### config.mk
export PLATFORM = sky130hd
export DESIGN_NAME = arscd_rice_front
export DESIGN_NICKNAME = d
export VERILOG_FILES = /design/src/adaptive_rice_swap_coeff_decoder_macros.svh /design/src/arscd_pkg.sv /design/src/arscd_rice_front.sv
export SDC_FILE = /design/constraint.sdc
export NUM_CORES = 1
export LEC_CHECK = 0
export BUFFER_PORTS_ARGS = -buffer_cell sky130_fd_sc_hd__buf_2
export CORE_ASPECT_RATIO = 0.5
export CORE_MARGIN = 10
export CORE_UTILIZATION = 50
export DETAILED_ROUTE_END_ITERATION = 8
export PLACE_DENSITY = 0.78
export SYNTH_ARGS = -nofsm -noshare
export SYNTH_HDL_FRONTEND = slang
export SYNTH_SLANG_ARGS = --single-unit
### constraint.sdc
create_clock -name vclk -period 4.8
set_input_delay 0.24 -clock vclk [all_inputs]
set_output_delay 0.24 -clock vclk [all_outputs]
set_load 0.02 [all_outputs]
### src/adaptive_rice_swap_coeff_decoder_macros.svh
// Assertion macros shared by the decoder RTL.
`ifndef ADAPTIVE_RICE_SWAP_COEFF_DECODER_MACROS_SVH
`define ADAPTIVE_RICE_SWAP_COEFF_DECODER_MACROS_SVH

// Same-cycle implication, checked outside reset.
`define ARSCD_ASSERT_NOW(label, clk, rst_n, ante, cons) \
    label: assert property (@(posedge clk) disable iff (!(rst_n)) (ante) |-> (cons)) \
        else $error("decoder check failed");

// Next-cycle implication, checked outside reset.
`define ARSCD_ASSERT_NEXT(label, clk, rst_n, ante, cons) \
    label: assert property (@(posedge clk) disable iff (!(rst_n)) (ante) |=> (cons)) \
        else $error("decoder check failed");

`endif

### src/arscd_pkg.sv
// Types, constants and helper functions of the adaptive Rice coefficient decoder.
package arscd_pkg;

    typedef enum logic [1:0] {
        CMD_DEC_DC = 2'd0,
        CMD_DEC_AC = 2'd1,
        CMD_REINIT = 2'd2,
        CMD_NOP    = 2'd3
    } cmd_t;

    typedef enum logic [1:0] {
        ST_IDLE,
        ST_SWAP,
        ST_WB,
        ST_INIT
    } state_t;

    localparam logic [7:0] RUN_MASK   = 8'h54;
    localparam logic [7:0] SIZE_MASK  = 8'hAB;
    localparam logic [2:0] K_MAX      = 3'd7;
    localparam logic [2:0] K_INIT     = 3'd4;
    localparam logic [4:0] ESC_USED   = 5'd16;
    localparam logic [3:0] ESC_ONES   = 4'd8;
    localparam int         SWAP_MUL   = 15;
    localparam int         SWAP_SHIFT = 4;
    localparam logic [7:0] TAB_LAST   = 8'hFF;

    // Rice index decode of one window
    typedef struct packed {
        logic [7:0] idx;
        logic [7:0] i1;
        logic [4:0] used;
        logic       err;
        logic [2:0] k_next;
    } rice_t;

    // Fields derived from one symbol
    typedef struct packed {
        logic [15:0] coeff;
        logic [2:0]  run;
        logic        eob;
        logic [4:0]  used;
    } sym_t;

    // One table write
    typedef struct packed {
        logic       we;
        logic [7:0] addr;
        logic [7:0] data;
    } tab_wr_t;

    // Reset content of the AC table: run bits sit at RUN_MASK, size bits at SIZE_MASK.
    function automatic logic [7:0] ac_init_value(input logic [7:0] addr);
        logic [2:0] run;
        logic [4:0] size;
        int         rn;
        int         sn;
        run  = '0;
        size = '0;
        rn   = 0;
        sn   = 0;
        for (int p = 0; p < 8; p++) begin
            if (RUN_MASK[p]) begin
                run[rn] = addr[p];
                rn++;
            end
            if (SIZE_MASK[p]) begin
                size[sn] = addr[p];
                sn++;
            end
        end
        return {run, size};
    endfunction

endpackage

### src/arscd_rice_front.sv
// Adaptive Rice index decode, escape handling, k update and swap partner.
module arscd_rice_front
    import arscd_pkg::*;
(
    input  logic [31:0] window,
    input  logic [2:0]  k,
    output rice_t       rice
);

    logic [3:0]  q;
    logic        esc;
    logic [6:0]  rbits;
    logic [6:0]  kmask;
    logic [9:0]  idx_full;
    logic [11:0] prod;

    // run of ones at the low end, capped at eight
    always_comb begin
        q = ESC_ONES;
        for (int i = 7; i >= 0; i--) begin
            if (!window[i]) begin
                q = 4'(i);
            end
        end
    end

    assign esc   = (q == ESC_ONES);
    assign rbits = 7'(window[15:1] >> q[2:0]);
    assign kmask = 7'((8'd1 << k) - 8'd1);

    always_comb begin
        rice.k_next = k;
        if (esc) begin
            idx_full  = {2'b00, window[15:8]};
            rice.used = ESC_USED;
            if (k < K_MAX) begin
                rice.k_next = k + 3'd1;
            end
        end else begin
            idx_full  = (10'(q[2:0]) << k) | 10'(rbits & kmask);
            rice.used = 5'(q) + 5'(k) + 5'd1;
            if (q == 4'd0) begin
                if (k != 3'd0) begin
                    rice.k_next = k - 3'd1;
                end
            end else if (q > 4'd1) begin
                if (k < K_MAX) begin
                    rice.k_next = k + 3'd1;
                end
            end
        end
        prod     = 12'(idx_full[7:0]) * 12'(SWAP_MUL);
        rice.err = |idx_full[9:8];
        rice.idx = idx_full[7:0];
        rice.i1  = prod[SWAP_SHIFT +: 8];
    end

endmodule

Yosys cells after proc, flatten, opt, wreduce, memory -nomap -nowiden
Cells that the tools add are included.

storage, ports and cells
  register bits = 0
  latch bits = 0
  RAM bits = 0
  ROM bits = 0
  input bits = 35
  word-level logic and storage cells = 32
  memories = 0

operators by class
  $add $sub $neg = 5
  $mul = 1
  divide/modulo/power cells = 0
  $lt $le $gt $ge = 2
  equal/unequal tests = 1
  shift-type cells = 3
  multiplexer cells = 15
  bitwise gates (word level) = 2
  reductions and logical operators = 3

operators by type and width
  operator              number
  $mux 4                8
  $mux 3                5
  $shr 15x3->7          1
  $mul 8x4->12 const B  1
  $mux 10               1
  $or 10x7->10          1
  $shl 3x3->10          1
  $and 7x7->7           1
  $shl 1x3->7 const A   1
  $sub 7x1->7 const B   1
  $add 4x3->5           1
  $add 5x1->5 const B   1
  $mux 5                1
  $eq 4x4->1 const B    1
  $gt 4x1->1 const B    1
  $logic_not 4->1       1
  $add 3x1->3 const B   1
  $lt 3x3->1 const B    1
  $reduce_bool 3->1     1
  $sub 3x1->3 const B   1
  $reduce_or 2->1       1

Longest topological paths before layout
  word-level depth = 13
  gate-level depth with buffers = 26

Worst setup path before layout
Ideal clock, no wire load.

  path kind = input to output
  from = in window[3]
  to = out rice[16] (netlist name)
  arrival time = 5.038 ns
  data required time = 4.560 ns
  slack = -0.478 ns
  cell stages on the path = 23
  buffers on the path = 2
  cells stage by stage = buf_2 > nand2_1 > a31o_2 > nand3_1 > inv_1 > buf_4 > mux4_2 > o211ai_1 > nand3_1 > a21boi_0 > inv_1 > fa_1 > fa_1 > inv_1 > ha_1 > a21o_1 > a21oi_1 > o21bai_1 > a21oi_1 > o21ai_0 > a21o_1 > a21oi_1 > xnor2_1

RTL lines
  what         RTL line               RTL
  from (decl)  arscd_rice_front.sv:5  input logic [31:0] window,
  to (decl)    arscd_rice_front.sv:7  output rice_t rice

==> flow_summary.yaml <==
synthesis:
  synth_area_leader_cell: "ha_1"
  synth_warnings: 0
  netlist_instances: 273
  synth_top_area_share_pct: 18.1
  syn-cell-area_um2: 1930
  syn_area_per_cell_um2: 7.08
  synthTopCellsByArea: "ha_1 18%, fa_1 8.3%, nand2_1 5.6%"
  ys_types: 56
  ys_seq_area_share_pct: 0
  syn_nets: 344
finish:
  nFlopsAndLatches: 0
  fin_util_pct: 76.8
  fillerInstances: 268
  final_cell_mix: "56 x buf_4, 38 x buf_2, 26 x nand2_1, 26 x nor2_1, 23 x ha_1"
  area_growth_pct: 41.7
  mostFrequentLayoutCell: "buf_4"
  seqCellArea_um2: 0
  drive_gt1_share_pct: 38.7
  multi_input_area_um2: 1910
  clock_buffers: 0
  n_antenna_cell: 0
  post-route-cell-area_um2: 2740
  final_net_count: 432
timing:
  min_period_over_period_pct: 101
  period_needed_ps: 4830
  slew_violations: 0
  fmaxAchievable_mhz: 207
  tightestPinTransition_ps: 571
  setup_viol: 2
  relSlewSlack_pct: 61.5
  hold_violations: 0
  grt_setup_unrepaired: "true"
  setup_ws_ps: -29.5
global_routing:
  grt_pass1_vias: 2181
  grt_overflow: 0
  antenna_found_initial: 0
  grt_pass1_wl_um: 10800
  grt_max_degree: 18
  grtUsageTotal_pct: 18.1
floorplan:
  start_util_pct: 54.2
  die_area_um2: 6900
  core_um2: 3570
  die_h_um: 64.0
  num_rows: 15
  die_x_um: 108
  io_pins: 60
detailed_routing:
  ant_nets: 0
  routedWlPerCell_um: 16.5
  drt_iter0_markers: 247
  firstDrtPassIters: 5
  post-route-drc-count: 0
  vias: 2318
  viasPerCell: 5.65
  detail_route.wirelength_um: 6770
power:
  power_leakage_nw: 1.39
  p_int_mw: 0.458
  pwr-share-comb_pct: 100.0
  p_sw_share_pct: 56.3
  seqPwrFrac_pct: 0
  p_per_area_nw_per_um2: 383
  clock_power_share_pct: 0
  p_switching_mw: 0.590
  vdd_drop_max_mv: 0.766
placed_design:
  portBuffers: 44
  place_area_um2: 2550
  hpwl_um: 5460
  gp_congestion: 0.954
worst_setup_path:
  arrival_ps: 4590
  setup.worst_path.end_class: "output port"
  cp.required_ps: 4560
  crit_type: "primary input to output port"
  worstPathMaxFanout: 4
  startpoint_type: "primary input"
run_status:
  status: "complete, but fails checks"
  violations: "setup timing"
worst_hold_path:
  hold_class: "primary input to output port"
flow_run:
  maxCapViolations: 0
cts:
  postCtsHoldBufs: 0
-- final cells by class --
| class | count | share of cell area [%] |
|---|---|---|
| inverter | 31 | 4.52 |
| multi-input combinational | 231 | 69.6 |
| tap | 51 | 2.33 |
| timing repair buffer | 97 | 23.5 |
-- power by group through the flow --
stage,clock network (mW),registers [mW],logic [mW]
floorplan,0,0,0.626
global placement,0,0,0.925
detailed placement,0,0,0.975
CTS,0,0,1.02
global route,0,0,1.15
finish,0,0,1.05
-- cell usage after synthesis, types with 3 or more instances --
master    number
nand2_1       29
ha_1          28
inv_1         28
nor2_1        26
a21oi_1       18
o21ai_0       16
nand3_1       11
xnor2_1       11
fa_1           8
clkbuf_1       7
nor3_1         6
nand2b_1       5
xor2_1         5
a211oi_1       4
a22oi_1        4
nand4_1        4
nor2b_1        4
a21boi_0       3
a21o_1         3
a31oi_1        3
buf_2          3
o21bai_1       3
-- stage by stage --
stage          worst slack [ps]  total power, mW  cells  setup TNS (ps)  hold WS (ps)
5_1_grt                    -207             1.15    410            -558          1030
3_3_place_gp              -40.2            0.925    404           -40.2           983
6_report                  -29.5             1.05    410           -48.1           970
2_1_floorplan              5.89            0.626    273               0           653
4_1_cts                   -2.25             1.02    407           -2.25           984
3_5_place_dp               -188            0.975    404            -338           981
-- repair_timing --
action | in CTS | in global routing
resized for setup | 8 | 28
pin swaps | 6 | 16
endpoints found under the setup margin | 2 | 5
buffers inserted | 3 | 5
hold endpoints to repair | 0 | 0
-- cells by family (layout without fill, tap and decap cells) --
kind of cell               count (synthesis)  count (layout)  synth area share (%)
AOI/OAI and AO/OA                         75              75                  27.5
xor gates and xnor gates                  17              17                  8.09
adders and majority gates                 38              38                  27.4
buffers and inverters                     42             128                  8.80
muxes                                      5               5                  3.95
and+or+nand+nor                           96              96                  24.2
-- critical path, stage by stage --
cell and delay [ps]:
buf_6 90, nor2b_4 120, o21a_4 230, nor2_8 150, clkinv_4 80, ha_4 160
nand2_2 60, nand2_2 70, a211oi_2 280, o21ai_1 130, a21oi_2 310, fa_2 530
fa_1 530, inv_2 50, ha_4 200, a21o_1 190, a21oi_2 160, o21bai_2 110
a21oi_2 180, o21ai_2 90, a21o_1 200, a21oi_2 160, xnor2_2 120, buf_4 150
-- routing by layer --
layer | GRT usage (%) | wire, µm
met5 | 0 | 0
met4 | 1.32 | 118
met3 | 1.80 | 544
met2 | 30.8 | 3160
met1 | 24.8 | 2940
-- final timing paths --
path	depth (start not counted)	slack, ps	endpoint	from
setup / recovery	24	-30	rice[16]	window[6]
hold / removal	4	970	rice[24]	window[15]
(Power assumes the default switching activity.)
