File: config.mk
export PLATFORM = sky130hd
export DESIGN_NAME = arscd_table_ram
export DESIGN_NICKNAME = d
export VERILOG_FILES = /design/src/adaptive_rice_swap_coeff_decoder_macros.svh /design/src/arscd_pkg.sv /design/src/arscd_table_ram.sv
export SDC_FILE = /design/constraint.sdc
export NUM_CORES = 2
export LEC_CHECK = 0
export BUFFER_PORTS_ARGS = -buffer_cell sky130_fd_sc_hd__clkbuf_2
export CAP_MARGIN = 15
export CORE_MARGIN = 5
export CORE_UTILIZATION = 50
export CTS_CLUSTER_SIZE = 8
export DETAILED_ROUTE_END_ITERATION = 10
export PLACE_DENSITY = 0.65
export SLEW_MARGIN = 20
export SYNTH_ARGS = -nofsm -noshare
export SYNTH_HDL_FRONTEND = slang
export SYNTH_SLANG_ARGS = --single-unit
export TNS_END_PERCENT = 10
File: constraint.sdc
create_clock -name aclk -period 3.35 [get_ports aclk]
set_input_delay 0.5025 -clock aclk [delete_from_list [all_inputs] [get_ports aclk]]
set_output_delay 0.5025 -clock aclk [all_outputs]
set_load 0.005 [all_outputs]
File: src/adaptive_rice_swap_coeff_decoder_macros.svh
// Assertion macros shared by the decoder RTL.
`ifndef ADAPTIVE_RICE_SWAP_COEFF_DECODER_MACROS_SVH
`define ADAPTIVE_RICE_SWAP_COEFF_DECODER_MACROS_SVH

// Same-cycle implication, checked outside reset.
`define ARSCD_ASSERT_NOW(label, clk, rst_n, ante, cons) \
    label: assert property (@(posedge clk) disable iff (!(rst_n)) (ante) |-> (cons)) \
        else $error("decoder check failed");

// Next-cycle implication, checked outside reset.
`define ARSCD_ASSERT_NEXT(label, clk, rst_n, ante, cons) \
    label: assert property (@(posedge clk) disable iff (!(rst_n)) (ante) |=> (cons)) \
        else $error("decoder check failed");

`endif

File: src/arscd_pkg.sv
// Types, constants and helper functions of the adaptive Rice coefficient decoder.
package arscd_pkg;

    typedef enum logic [1:0] {
        CMD_DEC_DC = 2'd0,
        CMD_DEC_AC = 2'd1,
        CMD_REINIT = 2'd2,
        CMD_NOP    = 2'd3
    } cmd_t;

    typedef enum logic [1:0] {
        ST_IDLE,
        ST_SWAP,
        ST_WB,
        ST_INIT
    } state_t;

    localparam logic [7:0] RUN_MASK   = 8'h54;
    localparam logic [7:0] SIZE_MASK  = 8'hAB;
    localparam logic [2:0] K_MAX      = 3'd7;
    localparam logic [2:0] K_INIT     = 3'd4;
    localparam logic [4:0] ESC_USED   = 5'd16;
    localparam logic [3:0] ESC_ONES   = 4'd8;
    localparam int         SWAP_MUL   = 15;
    localparam int         SWAP_SHIFT = 4;
    localparam logic [7:0] TAB_LAST   = 8'hFF;

    // Rice index decode of one window
    typedef struct packed {
        logic [7:0] idx;
        logic [7:0] i1;
        logic [4:0] used;
        logic       err;
        logic [2:0] k_next;
    } rice_t;

    // Fields derived from one symbol
    typedef struct packed {
        logic [15:0] coeff;
        logic [2:0]  run;
        logic        eob;
        logic [4:0]  used;
    } sym_t;

    // One table write
    typedef struct packed {
        logic       we;
        logic [7:0] addr;
        logic [7:0] data;
    } tab_wr_t;

    // Reset content of the AC table: run bits sit at RUN_MASK, size bits at SIZE_MASK.
    function automatic logic [7:0] ac_init_value(input logic [7:0] addr);
        logic [2:0] run;
        logic [4:0] size;
        int         rn;
        int         sn;
        run  = '0;
        size = '0;
        rn   = 0;
        sn   = 0;
        for (int p = 0; p < 8; p++) begin
            if (RUN_MASK[p]) begin
                run[rn] = addr[p];
                rn++;
            end
            if (SIZE_MASK[p]) begin
                size[sn] = addr[p];
                sn++;
            end
        end
        return {run, size};
    endfunction

endpackage

File: src/arscd_table_ram.sv
// 256 x 8 symbol table memory: one write port, two registered read ports.
module arscd_table_ram
    import arscd_pkg::*;
(
    input  logic       aclk,
    input  tab_wr_t    wr,
    input  logic       re,
    input  logic [7:0] raddr_a,
    input  logic [7:0] raddr_b,
    output logic [7:0] rdata_a,
    output logic [7:0] rdata_b
);

    logic [7:0] mem [256];
    logic [7:0] rdata_a_reg;
    logic [7:0] rdata_b_reg;

    always_ff @(posedge aclk) begin
        if (wr.we) begin
            mem[wr.addr] <= wr.data;
        end
    end

    // read data holds until the next read
    always_ff @(posedge aclk) begin
        if (re) begin
            rdata_a_reg <= mem[raddr_a];
            rdata_b_reg <= mem[raddr_b];
        end
    end

    assign rdata_a = rdata_a_reg;
    assign rdata_b = rdata_b_reg;

endmodule

## Yosys cells after proc, flatten, opt, wreduce, memory -nomap -nowiden

Memory sizes are Yosys's and may differ from the RTL's. A register that Yosys moved wholly into a read port is not among the register bits.
Cells that the tools add are included.

| word-level totals | value |
|---|---|
| register bits | 0 |
| bits in writable memories | 2,048 |
| bits of input ports | 35 |
| output and inout port bits | 16 |
| word-level logic and storage cells | 3 |
| memories | 1 |

Memories:

| memory | words | width | rd ports | clocked after memory_dff | wr ports | line | RTL |
|---|---|---|---|---|---|---|---|
| mem | 256 | 8 | 2 | 2 | 1 | arscd_table_ram.sv:14 | `logic [7:0] mem [256];` |

| operators by class | value |
|---|---|
| muxes and demuxes | 2 |

Operators with widths:

| kind | number |
|---|---|
| $mux 1 | 2 |

## Longest topological paths before layout

| depth | value |
|---|---|
| depth after elaboration | 2 |
| mapped depth | 12 |
| mapped depth without buffers | 6 |

## Worst setup path after synthesis

OpenSTA, ideal clock, no wires.

| timing | value |
|---|---|
| path kind | input to register |
| start point | input raddr_b[0] |
| end point | register rdata_b_reg[0], in the netlist rdata_b[0] (read register of mem), data pin |
| library setup time | 0.277 ns |
| arrival | 2.404 ns |
| data required time | 3.073 ns |
| path slack | 0.670 ns |
| stages on the path | 9 |
| path buffers | 3 |
| cell sequence | buf_4 > buf_6 > buf_2 > mux4_2 > mux4_2 > nand2_1 > a21oi_1 > a21oi_1 > a221oi_2 |

RTL lines:

| element | line | RTL |
|---|---|---|
| start: declaration | arscd_table_ram.sv:9 | `input logic [7:0] raddr_b,` |
| end: declaration | arscd_table_ram.sv:16 | `logic [7:0] rdata_b_reg;` |

==> run summary <==
The routed layout has between 50k and 60k vias. At the later pin of the worst-skew pair, clock insertion delay measures just over 0.9 ns. Among all flip-flop cells after synthesis, the most frequent one is sky130_fd_sc_hd__edfxtp_1.

The endpoint identified for the worst register-to-register timing path is rdata_b[0]. The total I/O pin count came out at 51. Power comes to roughly 61 mW. The number of max-slew violations in the final report was 0. In this run, post-CTS repair resized a total of 0 instances.

The internal power came out at between 40 and 50 mW. In this run the most critical hold path is launched from wr[5]. The maximum net fanout on the critical path came out at 2. The placeable core region is 193000 µm². The worst path arrival time came out at between 3 and 4 ns. The cell with the biggest individual delay on the critical path is sky130_fd_sc_hd__mux4_2. In this run the remaining antenna-violating nets after routing total 0. The clock arrives with 0.0739 ns of skew. In this run, placement finished with an instance count of around 7.9k. The path category of the worst min-delay check is in2reg. The average vias per placed instance is 7.10.

STA classifies the critical path startpoint as a register. The total congestion overflow came out at 0. The switching power summed over all nets is approximately 14 mW. The width of the die came out at 451 µm. Power spread over the standard cell area amounts to between 500 and 600 nW/µm². The final weighted congestion in routability-driven placement is around 0.96.

The number of flip-flops under the largest register name is between 2k and 2.5k. STA classifies the critical path endpoint as a register. The routed design could run at a clock period as short as between 2 and 3 ns. The number of hold buffers added after cts came out at 0.

The switching fraction of total power is about 22%. Leaving out fill and tap cells, the most frequent cell in the layout is sky130_fd_sc_hd__edfxtp_1. Counting every net in the synthesized netlist gives slightly below 5k. Per report_power, the sequential group accounts for around 47% of the total. The portion of total power attributed to combinational logic is around 8.9%. Setup violations remaining at the end of the flow were counted as 0. The reg-to-reg critical path startpoint is mem[86][0]. The post-CTS repair timing setup buffer count is 0. After technology mapping, the gate count stands at 4847.

The register-to-register setup slack is 0.41 ns. The number of cells on the worst reg-to-reg path is 7. VDD sags by at most 0.571 mV. The register bit count reported by yosys is 2064. The critical path goes through mux4_2 -> mux4_2 -> mux2i_1 -> o21ai_0 -> buf_4 -> o211ai_1 -> a221oi_2. Row generation in the floorplan step produced approximately 160 rows. The number of distinct library cell variants in the gate-level netlist after synthesis is 64. The number of antenna violations at the first check in global routing came out at 21. The global-route wire length before repair is roughly 450000 µm. The number of max-cap violations came out at 0.

The number of global-route vias before repair is ~60k. The hold violation total from the final report came out at 0. The clock network burns 44.0% of the power.

The filler-free cell count of the finished design came out at around 8k. The initial cell density of the core is 50.3%. The tightest slew margin relative to the limit came out at 25.8%. Counting the buffers created by CTS gives around 310. In the global route stage, overall resource usage came out at between 30% and 40%. Of all flip-flops after synthesis, the portion carrying an async set or reset was 0%. In the layout the commonest cells are 2064 x sky130_fd_sc_hd__edfxtp_1, 1051 x sky130_fd_sc_hd__mux4_2, 724 x sky130_fd_sc_hd__buf_4. The sequential share of the synthesized area came out at between 60% and 70%. In the final layout, the share of cells above drive strength 1 is about 41%. The number of cells on the worst hold path is 1. The number of synthesized flops with an enable pin is ~2.1k. The CTS root buffer is sky130_fd_sc_hd__clkbuf_16. The fraction of the cycle the final worst path needs is between 80% and 90%. For the worst setup path, the data required time is ~4 ns. The final net count is 5680. Counting along the longest clock path gives a buffer depth of 4. The count of TritonRoute iterations in the first routing pass came out at 6.

The final routed wirelength across all metal layers is approximately 320000 µm. Summed over all nets, the half-perimeter wirelength after detailed placement is around 220000 µm. The maximum frequency from static timing analysis is 340 MHz. The total die area is roughly 200000 µm². The vertical extent of the die came out at about 450 µm. The number of buffers inserted by port buffering is 50. Clock-pin slew was measured on the worst setup and hold paths at approximately 0.050 ns. The Yosys step of the flow raised 0 warnings.

The mean area per synthesized cell is 20.0 µm². The final setup TNS is 0 ns. The leakage power total is between 30 and 40 nW. The cell area that synthesis handed to floorplanning was approximately 100000 µm². The average wire length per cell after detail routing came out at 38.6 µm. The maximum number of pins on one net before global-route repair came out at between 100 and 150.

The clock net sink count is 2064. The critical path in this run is classified as reg2reg. At the pin with the least slew margin, the transition time is roughly 1.1 ns.

The worst stage delay on the critical path is between 0.5 and 0.6 ns. Compared with the post-synthesis result, the final layout area differs by 17.1%. The flow ran to the end, and the final reports show no timing, DRC or antenna violations. The number of DRC violations after detailed-routing iteration 0 is 8083. Setup repair after global routing left no endpoint under its margin.

The CTS tree is done. The cell that appears most often on the critical path is sky130_fd_sc_hd__mux4_2. For hold timing, the worst endpoint is mem[12][5]. The level count of the clock H-tree is 5.

The number of DRC violations after detailed routing came out at 0.
[power by group through the flow]
stage	registers, mW	clock network (mW)	logic (mW)
finish	28.6	26.8	5.43
floorplan	29.1	0	2.82
CTS	28.6	27.0	5.35
detailed placement	29.1	0	5.34
global placement	29.1	0	5.31
global route	28.6	28.2	5.57
[cell usage after synthesis (22+ instances only)]
library cell,n,area [µm²]
sky130_fd_sc_hd__a221oi_1,32,280
sky130_fd_sc_hd__o21ai_0,34,170
sky130_fd_sc_hd__buf_8,35,526
sky130_fd_sc_hd__a21oi_1,79,395
sky130_fd_sc_hd__buf_1,25,93.8
sky130_fd_sc_hd__edfxtp_1,2064,62000
sky130_fd_sc_hd__o22ai_1,48,300
sky130_fd_sc_hd__mux2_2,38,428
sky130_fd_sc_hd__o221ai_1,65,569
sky130_fd_sc_hd__clkbuf_1,137,514
sky130_fd_sc_hd__nand2_1,114,428
sky130_fd_sc_hd__a211oi_1,28,210
sky130_fd_sc_hd__buf_4,42,315
sky130_fd_sc_hd__nor2_1,298,1120
sky130_fd_sc_hd__mux4_2,1051,23700
sky130_fd_sc_hd__nand3_1,52,260
sky130_fd_sc_hd__nor2b_1,27,169
sky130_fd_sc_hd__a22o_1,22,193
sky130_fd_sc_hd__buf_6,44,495
sky130_fd_sc_hd__buf_2,104,521
sky130_fd_sc_hd__mux2i_1,236,2360
sky130_fd_sc_hd__a22oi_1,62,465
[area by class of cell]
cell class / count / area (µm²)
flip-flops and latches: 2064 / 62000
fillers: 14000 / 79300
inverters: 6 / 26.3
diodes: 14 / 35.0
clock buffers: 315 / 7840
multi-input cells: 2382 / 32600
clock inverters: 9 / 78.8
repair buffers: 883 / 8030
well taps: 2526 / 3160
[metrics by stage]
stage | worst slack (ns) | hold WS, ns | utilization, % | instance area [µm²]
2_1_floorplan | 0.670 | 0.601 | - | 97100
3_3_place_gp | -0.337 | 1.05 | 54.8 | 106000
3_5_place_dp | -0.362 | 1.05 | 54.8 | 106000
4_1_cts | 0.370 | 0.0851 | 58.9 | 114000
5_1_grt | 0.404 | 0.118 | 58.9 | 114000
6_report | 0.411 | 0.141 | 58.9 | 114000
[worst max-delay path, delay by kind of cell, from the launching register on]
family | cells | cell delay, ns
DFF | 1 | 0.38
AOI/OAI and AO/OA | 3 | 0.63
buffers and inverters | 1 | 0.28
muxes | 3 | 1.38
[kinds of logic (layout without fill, tap and decap cells)]
| group | Yosys count | count (layout) | synth area share, % |
|---|---|---|---|
| simple gates | 591 | 591 | 2.69 |
| other cells | 0 | 14 | 0 |
| flops | 2064 | 2064 | 63.8 |
| compound gates | 466 | 466 | 3.53 |
| mux | 1325 | 1325 | 27.2 |
| buf+inv | 401 | 1213 | 2.73 |
[metal layers]
| metal | vias to the layer above | GRT usage (%) | wire [µm] |
|---|---|---|---|
| met5 | - | 0 | 39 |
| met4 | 6 | 13.3 | 16100 |
| met3 | 757 | 7.78 | 38200 |
| met2 | 4155 | 47.8 | 147000 |
| met1 | 30700 | 42.8 | 115000 |
| li1 | 22500 | - | - |
[how the worst max path moves through the flow]
stage,slack [ns],depth (start not counted),end,startpoint
after floorplan,0.67,9,rdata_b[0],raddr_b[0]
after global placement,-0.34,10,rdata_a[4],raddr_a[0]
after detailed placement,-0.36,10,rdata_b[0],raddr_b[0]
after CTS,0.37,7,rdata_b[0],mem[87][0]
after global routing,0.40,7,rdata_b[0],mem[86][0]
final,0.41,7,rdata_b[0],mem[86][0]
No activity file was read; power rests on OpenSTA's default activity.
