File: src/adaptive_rice_swap_coeff_decoder_macros.svh
// Assertion macros shared by the decoder RTL.
`ifndef ADAPTIVE_RICE_SWAP_COEFF_DECODER_MACROS_SVH
`define ADAPTIVE_RICE_SWAP_COEFF_DECODER_MACROS_SVH

// Same-cycle implication, checked outside reset.
`define ARSCD_ASSERT_NOW(label, clk, rst_n, ante, cons) \
    label: assert property (@(posedge clk) disable iff (!(rst_n)) (ante) |-> (cons)) \
        else $error("decoder check failed");

// Next-cycle implication, checked outside reset.
`define ARSCD_ASSERT_NEXT(label, clk, rst_n, ante, cons) \
    label: assert property (@(posedge clk) disable iff (!(rst_n)) (ante) |=> (cons)) \
        else $error("decoder check failed");

`endif

File: src/arscd_pkg.sv
// Types, constants and helper functions of the adaptive Rice coefficient decoder.
package arscd_pkg;

    typedef enum logic [1:0] {
        CMD_DEC_DC = 2'd0,
        CMD_DEC_AC = 2'd1,
        CMD_REINIT = 2'd2,
        CMD_NOP    = 2'd3
    } cmd_t;

    typedef enum logic [1:0] {
        ST_IDLE,
        ST_SWAP,
        ST_WB,
        ST_INIT
    } state_t;

    localparam logic [7:0] RUN_MASK   = 8'h54;
    localparam logic [7:0] SIZE_MASK  = 8'hAB;
    localparam logic [2:0] K_MAX      = 3'd7;
    localparam logic [2:0] K_INIT     = 3'd4;
    localparam logic [4:0] ESC_USED   = 5'd16;
    localparam logic [3:0] ESC_ONES   = 4'd8;
    localparam int         SWAP_MUL   = 15;
    localparam int         SWAP_SHIFT = 4;
    localparam logic [7:0] TAB_LAST   = 8'hFF;

    // Rice index decode of one window
    typedef struct packed {
        logic [7:0] idx;
        logic [7:0] i1;
        logic [4:0] used;
        logic       err;
        logic [2:0] k_next;
    } rice_t;

    // Fields derived from one symbol
    typedef struct packed {
        logic [15:0] coeff;
        logic [2:0]  run;
        logic        eob;
        logic [4:0]  used;
    } sym_t;

    // One table write
    typedef struct packed {
        logic       we;
        logic [7:0] addr;
        logic [7:0] data;
    } tab_wr_t;

    // Reset content of the AC table: run bits sit at RUN_MASK, size bits at SIZE_MASK.
    function automatic logic [7:0] ac_init_value(input logic [7:0] addr);
        logic [2:0] run;
        logic [4:0] size;
        int         rn;
        int         sn;
        run  = '0;
        size = '0;
        rn   = 0;
        sn   = 0;
        for (int p = 0; p < 8; p++) begin
            if (RUN_MASK[p]) begin
                run[rn] = addr[p];
                rn++;
            end
            if (SIZE_MASK[p]) begin
                size[sn] = addr[p];
                sn++;
            end
        end
        return {run, size};
    endfunction

endpackage

File: src/arscd_symbol_back.sv
// Symbol to zero run, end marker and zigzag coefficient with extra bits.
module arscd_symbol_back
    import arscd_pkg::*;
(
    input  logic [7:0]  sym,
    input  logic [31:0] window,
    input  logic [4:0]  used,
    output sym_t        fields
);

    logic [4:0]  b5;
    logic        small_cls;
    logic [3:0]  h;
    logic [31:0] shifted;
    logic [15:0] xmask;
    logic [15:0] v;

    assign b5        = sym[4:0];
    assign small_cls = (b5[4:2] == 3'd0);
    assign h         = 4'(b5[4:1]) - 4'd1;
    assign shifted   = window >> used;
    assign xmask     = (16'd1 << h) - 16'd1;

    always_comb begin
        if (small_cls) begin
            v = 16'(b5);
        end else begin
            v = (16'({1'b1, b5[0]}) << h) | (shifted[15:0] & xmask);
        end
    end

    always_comb begin
        if (sym == 8'd0) begin
            fields.coeff = '0;
            fields.run   = '0;
            fields.eob   = 1'b1;
            fields.used  = used;
        end else begin
            fields.coeff = {1'b0, v[15:1]} ^ {16{v[0]}};
            fields.run   = sym[7:5];
            fields.eob   = 1'b0;
            fields.used  = small_cls ? used : used + 5'(h);
        end
    end

endmodule

File: config.mk
export PLATFORM = sky130hd
export DESIGN_NAME = arscd_symbol_back
export DESIGN_NICKNAME = d
export VERILOG_FILES = /design/src/adaptive_rice_swap_coeff_decoder_macros.svh /design/src/arscd_pkg.sv /design/src/arscd_symbol_back.sv
export SDC_FILE = /design/constraint.sdc
export NUM_CORES = 1
export LEC_CHECK = 0
export BUFFER_PORTS_ARGS = -buffer_cell sky130_fd_sc_hd__buf_2
export CAP_MARGIN = 0
export CORE_MARGIN = 5
export CORE_UTILIZATION = 45
export DETAILED_ROUTE_END_ITERATION = 7
export PLACE_DENSITY_LB_ADDON = 0.1
export SLEW_MARGIN = 10
export SYNTH_ARGS = -nofsm -noshare
export SYNTH_HDL_FRONTEND = slang
export SYNTH_SLANG_ARGS = --single-unit
File: constraint.sdc
create_clock -name vclk -period 7.7
set_clock_uncertainty 0.05 [all_clocks]
set_input_delay 0.77 -clock vclk [all_inputs]
set_output_delay 0.77 -clock vclk [all_outputs]
set_load 0.02 [all_outputs]
## Word-level counts from Yosys, hierarchy flattened

Index checks and enable logic that the tools add are counted.

- Register bits after elaboration: 0
- Input port bits: 45
- Output and inout bits: 25
- Logic and storage cells: 14

- Add/sub/neg operators: 3
- Shift operators: 3
- Multiplexer cells: 3
- Bitwise operators: 3
- Reductions and logical operators: 2

Operators with widths:

| cell | count |
|---|---|
| 32-bit by 5-bit right shift with 16-bit output | 1 |
| 25-bit two-way mux | 1 |
| 16-bit bitwise AND | 1 |
| 16-bit two-way mux | 1 |
| 16-bit OR | 1 |
| 1-bit by 4-bit left shift with 16-bit output, first input constant | 1 |
| 2-bit by 4-bit left shift with 16-bit output | 1 |
| 16-bit by 1-bit subtractor with 16-bit output, second input constant | 1 |
| 15-bit by 16-bit bitwise XOR with 16-bit output | 1 |
| 8-bit logical NOT | 1 |
| 5-bit by 4-bit adder with 5-bit output | 1 |
| 5-bit two-way mux | 1 |
| 4-bit by 1-bit subtractor with 4-bit output, second input constant | 1 |
| 3-bit logical NOT | 1 |

## Depth between registers and ports, before layout

Gate-level depths: netlist (run 1).

- Depth in word-level cells: 8
- Gate-level depth with buffers: 14

## Least setup slack after synthesis (run 1)

Ideal clock, no wire load.

- Path kind: input to output
- Start: in sym[1]
- End: out fields[22] in the netlist's numbering
- Arrival: 3,412 ps
- Required time: 6,880 ps
- Slack: 3,468 ps
- Stages: 13
- Cells stage by stage: clkbuf_1 > inv_1 > ha_1 > buf_2 > or2_1 > o31ai_2 > nand3_1 > ha_1 > o21ai_1 > a211oi_1 > o31ai_1 > nand2_1 > a221o_1

RTL lines:

| element | line | source |
|---|---|---|
| start, declared | arscd_symbol_back.sv:5 | `input logic [7:0] sym,` |
| end, declared | arscd_symbol_back.sv:8 | `output sym_t fields` |

==> summary.txt, run 1 <==
Layout
  • Register Area: 0 µm²
  • Area growth, synth to finish: 8.05%
  • Clkbuf count: 0
  • Final nets: 501
  • Antenna diodes: 0
  • Commonest non-fill, non-tap cell in the layout: buf_2
  • Layout cell share with drive strength beyond 1: 0.273
  • Final core utilization: 0.494
  • FF+latch count: 0
  • Commonest non-fill, non-tap cells in the layout: buf_2, nand2_1, nor2_1

Logic synthesis
  • Multiplexer share of the synthesized area: 0.360
  • Top-area cell type share of the netlist area: 0.172
  • Syn Area/Cell: 7.94 µm²
  • Synth Warn #: 0
  • Synth cell types: 71
  • Cells after Synth: 413
  • Post-synthesis xor/xnor area fraction: 0.0343
  • Register area share after synthesis: 0
  • Simple-gate area share of the yosys netlist: 0.203
  • Synth Net Count: 469
  • Post-synthesis compound-gate area fraction: 0.272
  • Top cells by area, synth: mux4_2, mux4_1, mux2i_1
  • Area leader, netlist: mux4_2
  • Largest family of logic cells by synthesized area: multiplexers
  • Post-synthesis adder-cell area fraction: 0.0443
  • Mapped Area: 0.00328 mm²

Power and ir drop
  • Worst vdd rail ir drop: 0.0000537 V
  • PD cells: 93.9 mW/mm²
  • Design Power: 333 µW
  • Leak: 0.00142 µW

Route
  • 1st-pass router iterations: 7
  • Total Wirelength: 10.9 mm
  • Vias: 3,603
  • Routed wire per std cell: 20.1 µm
  • # DRC: 0
  • Antenna Nets Post-Route: 0
  • DRC violation total after the first TritonRoute iteration: 226
  • Via density per instance: 6.65

Die
  • Initial Util: 0.457
  • Area of the core: 0.00718 mm²
  • Die area: 0.00909 mm²
  • Ports: 70
  • Core Rows: 31
  • Die Ht: 95.4 µm
  • Die width: 95.4 µm

Run
  • Max Cap Viol: 0

Setup path
  • CP Cell Sequence: buf_2 -> inv_1 -> ha_1 -> or2_1 -> o211ai_1 -> nand3_1 -> ha_1 -> inv_1 -> nand2_1 -> o32ai_1 -> o21ai_1 -> o21ai_1 -> mux2_2 -> buf_2
  • Max stage delay on crit path: 350 ps
  • Critical Path AT: 3940 ps
  • Startpoint types: input port
  • Worst setup endpoint: fields[12]
  • Worst Path Required: 6880 ps
  • Crit end category: output pin
  • Crit-path slowest cell: mux2_2
  • Type of the worst setup path: input port to output pin
  • Crit path launch: sym[1]
  • Crit Path Max Fanout: 18

STA
  • Slew HR: 0.312
  • Fmax: 210 MHz
  • Tcrit/Tclk final: 0.618
  • Setup violations, final: 0
  • Setup TNS: 0 ps
  • RSZ-0062 raised after global routing: no
  • Least-Margin Pin Slew: 1030 ps
  • Period minus WS final: 4760 ps
  • Fin. Hold Viols: 0
  • Max-slew violation count: 0

Global route
  • GRT overflow: 0
  • Vias in the first global route: 3,380
  • Initial antenna violation count: 0
  • GRT Util Overall: 0.238
  • First-pass GRT wire length: 17.4 mm
  • Largest net degree at the start of global routing: 51

Placed design
  • RePlAce Congestion: 0.968
  • Port Buffer Count: 70
  • Dpl hpwl: 8.49 mm

Clock network
  • CTS Hold Bufs: 0
  • Post-CTS Resized: 0
  • Post CTS Setup Buffer Count: 0

Worst hold path
  • Hold WC Path Type: input port to output pin

Status
  • Outcome: finished, final reports clean
routing by layer:
layer  share of wire  GRT usage  up-vias  wire length [µm]
met1            0.42      0.320     1691              4600
met4           0.036     0.0733        0               392
met2            0.48      0.408      165              5250
li1                -          -     1709                 -
met3           0.060     0.0142       38               658
met5               0          0        -                 0
worst min-delay path by stage:
stage | cells after the start | slack (ps) | endpoint | start
floorplan | 1 | 1580 | fields[5] | sym[7]
global placement | 2 | 1720 | fields[7] | sym[6]
detailed placement | 2 | 1720 | fields[7] | sym[6]
CTS | 2 | 1720 | fields[7] | sym[6]
global route | 2 | 1730 | fields[7] | sym[6]
finish | 2 | 1720 | fields[7] | sym[6]
final cells by class:
type,instances,area [µm²]
fill,712,3630
multi-input combinational,356,3000
timing repair buffer,72,365
tap,99,124
inverter,15,56.3
worst max-delay path: cells and delay by family:
kind / cells / cell delay, ps
AOI/OAI and AO/OA: 4 / 830
muxes: 1 / 350
adders and majority gates: 2 / 680
and+or+nand+nor: 3 / 570
buffers and inverters: 4 / 730
cells by family after synthesis:
| kind of cell | count (synthesis) |
|---|---|
| AND/OR/NAND/NOR | 134 |
| XOR/XNOR | 12 |
| multiplexers | 67 |
| AO/OA/AOI/OAI | 132 |
| buffers and inverters | 57 |
| adder cells (fa/ha/maj) | 11 |
synthesized netlist by cell type (4+ instances only):
cell and instances:
a211oi_1 14, a21o_1 4, a21oi_1 22, buf_2 18, clkbuf_1 17, ha_1 10, inv_1 10, mux2_2 7
mux2i_1 22, mux4_1 11, mux4_2 25, nand2_1 32, nand2b_1 7, nand3_1 18, nand4_1 6, nor2_1 29
nor2b_1 6, nor3_1 12, o211ai_1 6, o21ai_0 20, o21ai_1 7, o22ai_1 19, o32ai_1 4, xnor2_1 5
xor2_1 6
through the flow:
stage	instances	cell area (µm²)	setup slack [ps]	hold WS, ps
2_1_floorplan	413	3280	3470	1580
3_3_place_gp	542	3540	3080	1720
3_5_place_dp	542	3540	3020	1720
4_1_cts	542	3540	3010	1720
5_1_grt	542	3540	2730	1730
6_report	542	3540	2940	1720
power breakdown:
group	total, µW	internal (µW)	switching (µW)
registers	0	0	0
logic	333	133	200
clock network	0	0	0
total	333	133	200
Note: power is estimated with default switching activity, not from simulation.
==> inputs of run 2 (changes only) <==
==> constraint.sdc (replaced) <==
create_clock -name vclk -period 4.12
set_clock_uncertainty 0.05 [all_clocks]
set_input_delay 0.412 -clock vclk [all_inputs]
set_output_delay 0.412 -clock vclk [all_outputs]
set_load 0.02 [all_outputs]
==> run 2 against run 1 <==
Global-route usage decreased by 0.16 points; cell count rose by 3.0%; worst hold slack worse by 710 ps; routed wire length down 0.41%; critical path type unchanged.
==> summary.txt, run 2 (synthesized netlist as in run 1, its figures left out) <==
Status
  • Outcome: finished, final reports clean

Layout
  • Area growth, synth to finish: 11.9%
  • Clkbuf count: 0
  • Area of the multi-input gates: 0.00300 mm²
  • Commonest non-fill, non-tap cell in the layout: buf_2
  • Layout cell share with drive strength beyond 1: 0.303
  • Commonest non-fill, non-tap cells in the layout: buf_2, nand2_1, nor2_1
  • Antenna diodes: 0
  • Fill cells: 716
  • FF+latch count: 0
  • Final nets: 517
  • Register Area: 0 µm²
  • Final core utilization: 0.511

Global route
  • Vias in the first global route: 3,326
  • Initial antenna violation count: 0
  • First-pass GRT wire length: 17.2 mm
  • Largest net degree at the start of global routing: 30
  • GRT Util Overall: 0.236
  • GRT overflow: 0

Clock network
  • Post-CTS Resized: 0
  • CTS Hold Bufs: 0
  • Post CTS Setup Buffer Count: 0

Power and ir drop
  • PD cells: 172 mW/mm²
  • Leak: 0.00150 µW
  • Worst vdd rail ir drop: 0.0000637 V

Setup path
  • Crit end category: output pin
  • Crit Path Max Fanout: 13
  • Crit-path slowest cell: mux2_2
  • Critical Path AT: 3320 ps
  • CP Cell Sequence: buf_2 -> inv_1 -> ha_1 -> or2_1 -> o211ai_1 -> nand3_1 -> ha_2 -> inv_1 -> nand2_1 -> o32ai_1 -> o21ai_1 -> o21ai_1 -> mux2_2 -> buf_2
  • Max stage delay on crit path: 340 ps
  • Type of the worst setup path: input port to output pin
  • Startpoint types: input port
  • Worst Path Required: 3660 ps

Route
  • # DRC: 0
  • Total Wirelength: 10.9 mm
  • DRC violation total after the first TritonRoute iteration: 284
  • Via density per instance: 6.52
  • 1st-pass router iterations: 7
  • Vias: 3,639
  • Antenna Nets Post-Route: 0
  • Routed wire per std cell: 19.5 µm

STA
  • Setup TNS: 0 ps
  • Setup violations, final: 0
  • Slew HR: 0.432
  • Tcrit/Tclk final: 0.917
  • Fin. Hold Viols: 0
  • Fmax: 265 MHz
  • Max-slew violation count: 0
  • Least-Margin Pin Slew: 843 ps
  • Period minus WS final: 3780 ps
  • RSZ-0062 raised after global routing: no

Worst hold path
  • Cells on Worst Hold Path: 2
  • Hold WC Path Type: input port to output pin

Run
  • Max Cap Viol: 0

Placed design
  • Port Buffer Count: 70
  • RePlAce Congestion: 0.938
  • Dpl hpwl: 8.70 mm

Die
  • Initial Util: 0.457
  • Ports: 70
  • Core Rows: 31
  • Die area: 0.00909 mm²
  • Area of the core: 0.00718 mm²
  • Die Ht: 95.4 µm
  • Die width: 95.4 µm
==> run 2: changes by cell type in the layout (fill, tap and decap cells not counted) <==
| cell | change |
|---|---|
| o21ai_2 | +1 |
| buf_4 | +16 |
| ha_1 | -1 |
| ha_2 | +1 |
| o21ai_1 | -1 |
==> run 2: worst paths after layout <==
check,to,slack [ps],startpoint
worst max-delay path,fields[12],340,sym[2]
worst min-delay path,fields[7],1000,sym[6]
==> run 2: report_power, final <==
part | switching [µW] | internal, µW
sequential | 0 | 0
combinational | 373 | 260
clock | 0 | 0
total | 373 | 260
==> run 2: final cells by class <==
class | count | share of cell area
well taps | 99 | 0.0338
multi-input cells | 356 | 0.819
repair buffers | 88 | 0.132
inverters | 15 | 0.0153
==> run 2: stage by stage <==
stage | instances | hold slack (ps) | setup WS, ps | area [µm²] | total power [µW]
after floorplan | 413 | 863 | 604 | 3280 | 453
after global placement | 558 | 1000 | 367 | 3660 | 626
after detailed placement | 558 | 1000 | 302 | 3660 | 628
after CTS | 558 | 1010 | 290 | 3660 | 630
after global routing | 558 | 1030 | 38.0 | 3670 | 686
final | 558 | 1000 | 342 | 3670 | 633
==> run 2: worst max-delay path: cells and delay by family <==
family                     cells  cell delay (ps)
muxes                          1              340
and+or+nand+nor                3              550
buffers and inverters          4              650
AOI/OAI and AO/OA              4              760
adders and majority gates      2              600
==> run 2: layer usage <==
layer | share of wire | vias up | GRT usage
li1 | - | 1732 | -
met1 | 0.42 | 1743 | 0.315
met2 | 0.49 | 136 | 0.405
met3 | 0.054 | 28 | 0.0182
met4 | 0.037 | 0 | 0.0769
met5 | 0 | - | 0
==> inputs of run 3 (changes only) <==
--- a/config.mk
+++ b/config.mk
@@ -5,7 +5,7 @@
 export SDC_FILE = /design/constraint.sdc
 export NUM_CORES = 1
 export LEC_CHECK = 0
-export BUFFER_PORTS_ARGS = -buffer_cell sky130_fd_sc_hd__buf_2
+export BUFFER_PORTS_ARGS = -buffer_cell sky130_fd_sc_hd__clkbuf_2
 export CAP_MARGIN = 0
 export CORE_MARGIN = 5
 export CORE_UTILIZATION = 45
==> run 3 against run 2 <==
Die area stayed put; routed wire length grew 3.2%; maximum frequency is 0.95% higher; critical endpoint is now fields[22]; highest routed layer unchanged.
==> summary.txt, run 3 (synthesized netlist as in run 1, its figures left out) <==
Layout
  • Layout cell share with drive strength beyond 1: 0.298
  • Commonest non-fill, non-tap cell in the layout: clkbuf_2
  • Area growth, synth to finish: 11.7%
  • Register Area: 0 µm²
  • FF+latch count: 0
  • Commonest non-fill, non-tap cells in the layout: clkbuf_2, nand2_1, nor2_1
  • Final nets: 517
  • Design area: 0.00366 mm²
  • Antenna diodes: 0
  • Fill cells: 750
  • Clkbuf count: 0

Setup path
  • CP Cell Sequence: clkbuf_2 -> inv_1 -> ha_1 -> or2_1 -> o211ai_1 -> nand3_1 -> ha_1 -> o21ai_1 -> a211oi_1 -> o31ai_1 -> nand2_1 -> a221o_1 -> clkbuf_2
  • Critical Path AT: 3280 ps
  • CP delay by family, top: compound AO/OA/AOI/OAI gates
  • Crit Path Max Fanout: 8
  • Max stage delay on crit path: 360 ps
  • Type of the worst setup path: input port to output pin
  • Critical path buffers and inverters: 3
  • Startpoint types: input port
  • Crit path depth: 13
  • Crit path launch: sym[1]
  • Crit-path slowest cell: o21ai_1
  • Worst Path Required: 3660 ps
  • Worst setup endpoint: fields[22]
  • Crit end category: output pin

Route
  • # DRC: 0
  • Via density per instance: 6.56
  • 1st-pass router iterations: 5
  • Antenna Nets Post-Route: 0
  • Vias: 3,662
  • Total Wirelength: 11.2 mm
  • Routed wire per std cell: 20.1 µm
  • DRC violation total after the first TritonRoute iteration: 204

STA
  • RSZ-0062 raised after global routing: no
  • Least-Margin Pin Slew: 1070 ps
  • Max-slew violation count: 0
  • Fmax: 267 MHz
  • Post-route worst setup slack: 377 ps
  • WHS: 1000 ps
  • Tcrit/Tclk final: 0.908
  • Fin. Hold Viols: 0
  • Setup violations, final: 0
  • Setup TNS: 0 ps
  • Period minus WS final: 3740 ps
  • Slew HR: 0.278

Clock network
  • Post-CTS Resized: 0
  • CTS Hold Bufs: 0
  • Post CTS Setup Buffer Count: 0

Power and ir drop
  • Worst vdd rail ir drop: 0.0000734 V
  • Design Power: 639 µW
  • PD cells: 174 mW/mm²
  • Leak: 0.00151 µW

Die
  • Initial Util: 0.457
  • Die Ht: 95.4 µm
  • Area of the core: 0.00718 mm²
  • Core Rows: 31
  • Die area: 0.00909 mm²
  • Die width: 95.4 µm
  • Ports: 70

Global route
  • First-pass GRT wire length: 18.4 mm
  • Largest net degree at the start of global routing: 30
  • Vias in the first global route: 3,446
  • GRT overflow: 0
  • GRT Util Overall: 0.250
  • Initial antenna violation count: 0

Worst hold path
  • Hold WC Path Type: input port to output pin

Placed design
  • Port Buffer Count: 70
  • Dpl cell area: 0.00366 mm²
  • Dpl hpwl: 8.95 mm
  • Pre-CTS worst setup slack: 439 ps
  • RePlAce Congestion: 0.971

Status
  • Outcome: finished, final reports clean

Run
  • Max Cap Viol: 0
run 3: cell type report:
class,count,area [µm²],share of cell area
repair buffers,88,485,0.133
multi-input cells,356,3000,0.818
inverters,15,56.3,0.0154
well taps,99,124,0.0338
run 3: power breakdown:
part	switching [µW]	internal, µW	total, µW	leakage [µW]
logic	381	258	639	0.00151
clock network	0	0	0	0
registers	0	0	0	0
total	381	258	639	0.00151
run 3: metrics by stage:
stage | utilization | std cells
5_1_grt | 0.511 | 558
3_3_place_gp | 0.511 | 558
2_1_floorplan | - | 413
6_report | 0.511 | 558
4_1_cts | 0.511 | 558
3_5_place_dp | 0.511 | 558
run 3: how the worst min path moves through the flow:
stage	from	endpoint	cells past startpoint	slack, ps
floorplan	sym[7]	fields[5]	1	860
global placement	sym[6]	fields[7]	2	1000
detailed placement	sym[6]	fields[7]	2	1000
CTS	sym[6]	fields[7]	2	1000
global route	sym[6]	fields[7]	2	1010
finish	sym[6]	fields[7]	2	1000
run 3: layer usage:
metal	wire length (µm)	track usage
met1	4760	0.348
met2	5590	0.420
met3	600	0.0182
met4	244	0.0613
met5	0	0
